--- src/hw/rtl/sbu_pkg.sv ---
`default_nettype none

package sbu_pkg;

   typedef enum logic [3:0] {
      ACT_JMP  = 4'd0,
      ACT_JZ   = 4'd1,
      ACT_JNZ  = 4'd2,
      ACT_JG   = 4'd3,
      ACT_JL   = 4'd4,
      ACT_JGE  = 4'd5,
      ACT_JLE  = 4'd6,
      ACT_CALL = 4'd7,
      ACT_RET  = 4'd8,
      ACT_PUSH = 4'd9
   } act_type;

   typedef enum logic [1:0] {
      FLT_NONE  = 2'd0,
      FLT_OOB   = 2'd1,
      FLT_UNDER = 2'd2,
      FLT_OVER  = 2'd3
   } fault_type;

   // Distance from a call to its return point.
   localparam logic [63:0] RET_STEP = 64'd3;

   typedef struct packed {
      logic [3:0]         action;
      logic [31:0]        instr_addr;
      logic signed [15:0] offset;
      logic [63:0]        push_value;
   } req_type;

   typedef struct packed {
      logic [31:0] next_addr;
      logic        taken;
      logic [1:0]  fault;
      logic [6:0]  depth;
   } rsp_type;

   // Stack update requested by the execute logic for one beat.
   typedef struct packed {
      logic        pop_one;
      logic        pop_two;
      logic        push;
      logic [63:0] data;
   } stk_cmd_type;

endpackage

`default_nettype wire

--- src/hw/rtl/sbu_exec.sv ---
`default_nettype none

module sbu_exec #(
   parameter int STACK_ENTRIES = 64,
   parameter int ADDR_BITS     = 32
) (
   input  wire sbu_pkg::req_type                   req,
   input  wire logic [$clog2(STACK_ENTRIES+1)-1:0] count,
   input  wire logic [63:0]                        top,
   input  wire logic [63:0]                        second,
   output sbu_pkg::rsp_type                        rsp,
   output sbu_pkg::stk_cmd_type                    cmd
);

   localparam int               CNT_W     = $clog2(STACK_ENTRIES + 1);
   localparam logic [CNT_W-1:0] FULL_CNT  = CNT_W'(STACK_ENTRIES);
   localparam logic [63:0]      ADDR_MASK = (64'd1 << ADDR_BITS) - 64'd1;

   logic [63:0]      ip;
   logic [63:0]      off_ext;
   logic [33:0]      low_sum;
   logic             oob;
   logic [63:0]      tgt;
   logic [63:0]      ret_addr;
   logic [63:0]      next;
   logic             cond;
   logic             taken;
   sbu_pkg::fault_type fault;
   logic             ge1;
   logic             ge2;
   logic             full;
   logic [CNT_W-1:0] cnt_after;

   always_comb begin
      ip       = {32'd0, req.instr_addr} & ADDR_MASK;
      off_ext  = {{48{req.offset[15]}}, req.offset};
      // Sign of the untruncated target tells a jump below address zero.
      low_sum  = {2'b00, ip[31:0]} + {{18{req.offset[15]}}, req.offset};
      oob      = low_sum[33];
      tgt      = (ip + off_ext) & ADDR_MASK;
      ret_addr = (ip + sbu_pkg::RET_STEP) & ADDR_MASK;

      ge1  = (count != '0);
      ge2  = (count >= CNT_W'(2));
      full = (count >= FULL_CNT);

      next  = ip;
      cond  = 1'b0;
      taken = 1'b0;
      fault = sbu_pkg::FLT_NONE;
      cmd   = '0;

      unique case (sbu_pkg::act_type'(req.action))
         sbu_pkg::ACT_JMP: begin
            cond = 1'b1;
         end
         sbu_pkg::ACT_JZ, sbu_pkg::ACT_JNZ: begin
            if (!ge1) begin
               fault = sbu_pkg::FLT_UNDER;
            end else begin
               cmd.pop_one = 1'b1;
               cond = (req.action == sbu_pkg::ACT_JZ) ? (top == '0) : (top != '0);
            end
         end
         sbu_pkg::ACT_JG, sbu_pkg::ACT_JL, sbu_pkg::ACT_JGE, sbu_pkg::ACT_JLE: begin
            if (!ge2) begin
               fault = sbu_pkg::FLT_UNDER;
            end else begin
               cmd.pop_two = 1'b1;
               case (sbu_pkg::act_type'(req.action))
                  sbu_pkg::ACT_JG:  cond = second > top;
                  sbu_pkg::ACT_JL:  cond = second < top;
                  sbu_pkg::ACT_JGE: cond = second >= top;
                  default:          cond = second <= top;
               endcase
            end
         end
         sbu_pkg::ACT_CALL: begin
            if (full) begin
               fault = sbu_pkg::FLT_OVER;
            end else if (oob) begin
               fault = sbu_pkg::FLT_OOB;
            end else begin
               cmd.push = 1'b1;
               cmd.data = ret_addr;
               next     = tgt;
               taken    = 1'b1;
            end
         end
         sbu_pkg::ACT_RET: begin
            if (!ge1) begin
               fault = sbu_pkg::FLT_UNDER;
            end else begin
               cmd.pop_one = 1'b1;
               next  = top & ADDR_MASK;
               taken = 1'b1;
            end
         end
         sbu_pkg::ACT_PUSH: begin
            if (full) begin
               fault = sbu_pkg::FLT_OVER;
            end else begin
               cmd.push = 1'b1;
               cmd.data = req.push_value;
            end
         end
         default: begin
         end
      endcase

      if (cond) begin
         if (oob) begin
            fault = sbu_pkg::FLT_OOB;
         end else begin
            next  = tgt;
            taken = 1'b1;
         end
      end

      cnt_after = count + CNT_W'(cmd.push) - CNT_W'(cmd.pop_one)
                - (cmd.pop_two ? CNT_W'(2) : '0);

      rsp.next_addr = next[31:0];
      rsp.taken     = taken;
      rsp.fault     = fault;
      rsp.depth     = 7'(cnt_after);
   end

endmodule

`default_nettype wire

--- config.mk ---
export PLATFORM = sky130hd
export DESIGN_NAME = sbu_exec
export DESIGN_NICKNAME = d
export VERILOG_FILES = /design/src/hw/rtl/sbu_pkg.sv /design/src/hw/rtl/sbu_exec.sv
export SDC_FILE = /design/constraint.sdc
export NUM_CORES = 1
export LEC_CHECK = 0
export ABC_AREA = 1
export BUFFER_PORTS_ARGS = -buffer_cell sky130_fd_sc_hd__buf_4
export CAP_MARGIN = 20
export CORE_AREA = 2 2 140 142
export DETAILED_ROUTE_END_ITERATION = 7
export DIE_AREA = 0 0 142 144
export PLACE_DENSITY_LB_ADDON = 0.08
export RECOVER_POWER = 25
export SYNTH_ARGS = -nofsm -noshare
export SYNTH_HDL_FRONTEND = slang
export SYNTH_SLANG_ARGS = --single-unit
--- constraint.sdc ---
create_clock -name vclk -period 6.3
set_input_delay 0.945 -clock vclk [all_inputs]
set_output_delay 0.945 -clock vclk [all_outputs]
set_load 0.05 [all_outputs]
==> flow_metrics.env <==
export IMPL_status="finished clean"
export IMPL_p_seq_share_pct=0
export IMPL_clockBufferCount=0
export IMPL_final_cell_mix="389 x nand2_1, 346 x buf_4, 211 x inv_1"
export IMPL_max_slew_worst_pin_slew_ps=1260
export IMPL_synth_cell_types=43
export IMPL_crit_type="in -> out"
export IMPL_relSlewSlack_pct=15.99
export IMPL_dp_cells=1953
export IMPL_synth_top_cell_by_area="nand2_1"
export IMPL_clock_fmax_mhz=192.2
export IMPL_syn_area_per_cell_um2=5.309
export IMPL_drt_wl_total_mm=31.46
export IMPL_fin_nets=2082
export IMPL_cts_resized=0
export IMPL_layout_drive_gt1_share_pct=22.22
export IMPL_fp_dieW_um=142
export IMPL_antenna_found_initial=0
export IMPL_n_antenna_cell=0
export IMPL_syn_inst=1389
export IMPL_synthesis_nets=1754
export IMPL_drtAntennaViolNets=0
export IMPL_synth_seq_area_share_pct=0
export IMPL_grt_max_degree=50
export IMPL_cp_start_kind="primary input"
export IMPL_pwr_share_clk_pct=0
export IMPL_rows=51
export IMPL_setup_viol=0
export IMPL_ir_worst_vdd_mv=0.06936
export IMPL_required_ps=5350
export IMPL_cts_hold_buf=0
export IMPL_place_detailed_hpwl_mm=27.58
export IMPL_area_growth_synth_to_final_pct=37.65
export IMPL_cts_setup_buffers=0
export IMPL_vias=9964
export IMPL_drc=0
export IMPL_final_common_cell="nand2_1"
export IMPL_post_route_util_pct=53.20
export IMPL_hold_class="in -> out"
export IMPL_seq_cell_count=0
export IMPL_via_per_inst=5.102
export IMPL_maxCapViolations=0
export IMPL_finalCriticalPeriod_ps=5204
export IMPL_hold_viol_final=0
export IMPL_maxSlewViolCount=0
export IMPL_track_usage_pct=28.93
export IMPL_post_drt_wl_per_cell_um=16.11
export IMPL_internal_power_mw=0.3307
export IMPL_grt_setup_unrepaired="no"
export IMPL_routabilityCongestion=0.9703
export IMPL_leakage_nw=5.788
export IMPL_port_buffers=360
export IMPL_arrival_ps=4260
export IMPL_synth_top_area_share_pct=19.80
export IMPL_seq_area_um2=0
export IMPL_powerDensity_nw_per_um2=89.99
export IMPL_ys_warn_count=0
export IMPL_netlist_top_cells_area="nand2_1 20%, ha_1 19%, inv_1 11%"
export IMPL_p_switching_mw=0.5828
export IMPL_period_share_pct=82.60
export IMPL_swShare_pct=63.80
export IMPL_die_h_um=144
export IMPL_pwr_share_comb_pct=100.0
export IMPL_crit_path_end_kind="primary output"
export IMPL_netlist_area_um2=7375
export IMPL_die_area_um2=20450
export IMPL_path_max_fanout=21
export IMPL_setup_tns_final_ps=0
export IMPL_drtPass1Iterations=7
export IMPL_overflow=0
export IMPL_drt_iter0_drc=616
export IMPL_fin_cells=1953
export IMPL_ioPinCount=360
export IMPL_grt_pass1_vias=9007
export IMPL_grt_pass1_wl_mm=47.07
export IMPL_start_util_pct=38.65
export IMPL_core_um2=19080
-- layer usage --
layer / track usage [%] / part of all wire, % / up-vias / wire (µm)
li1: - / - / 5189 / -
met1: 39.58 / 43 / 4344 / 13620
met2: 49.45 / 47 / 387 / 14780
met3: 3.444 / 7.5 / 44 / 2361
met4: 5.000 / 2.2 / 0 / 697
met5: 0 / 0 / - / 0
-- critical path, cell delays in order --
cell and delay [ps]:
buf_4 200, ha_1 380, nand2_2 140, inv_2 30, a21oi_1 170, a21boi_1 210, nand2_2 110, nand2_2 90
nand2_1 90, nand2_2 90, nand3_4 120, nor3_4 170, inv_2 50, nand2_1 90, ha_1 150, ha_1 160
inv_1 60, fa_1 400, o21bai_1 140, a21oi_1 90, xor2_1 140, buf_4 220
-- power groups by stage --
stage | Sequential [mW] | Combinational, mW | Clock [mW]
finish | 0 | 0.913 | 0
floorplan | 0 | 0.569 | 0
global placement | 0 | 0.904 | 0
detailed placement | 0 | 0.907 | 0
CTS | 0 | 0.912 | 0
global route | 0 | 0.998 | 0
-- per-stage QoR --
| step | instance area (µm²) | power [mW] | hold WS (ps) | setup WS, ps |
|---|---|---|---|---|
| after CTS | 10240 | 0.9121 | 2246 | 1111 |
| after global routing | 10150 | 0.9981 | 2258 | 828.5 |
| after detailed placement | 10240 | 0.9072 | 2244 | 1130 |
| final | 10150 | 0.9135 | 2247 | 1096 |
| after floorplan | 7375 | 0.5694 | 2105 | 406.2 |
| after global placement | 10240 | 0.9042 | 2243 | 1195 |
-- cell usage after synthesis (12+ instances only) --
library cell,instances
nand2_1,389
inv_1,211
nor2_1,126
ha_1,111
nand3_1,103
a21oi_1,100
nand4_1,58
o21ai_0,56
xor2_1,47
o21ai_1,30
clkbuf_1,27
nor3_1,23
nor4_1,12
-- worst paths after layout --
kind,to,from,slack [ps],depth (start not counted)
setup / recovery,rsp[5],req[79],1100,22
hold / removal,cmd[45],req[45],2250,4
-- layout make-up --
cell class / instances / area, µm²
timing repair buffer: 371 / 2691
fill: 2093 / 8929
tap: 238 / 297.8
multi-input combinational: 1119 / 6317
inverter: 225 / 844.6
-- cell families (layout without fill, tap and decap cells) --
logic type | count (synthesis) | count (layout) | share of synthesized area, %
AO/OA/AOI/OAI | 212 | 212 | 15.30
XOR/XNOR | 55 | 55 | 6.532
adder cells (fa/ha/maj) | 114 | 114 | 19.65
buffers and inverters | 270 | 596 | 14.47
AND/OR/NAND/NOR | 738 | 738 | 44.04
Note: power is estimated with default switching activity, not from simulation.
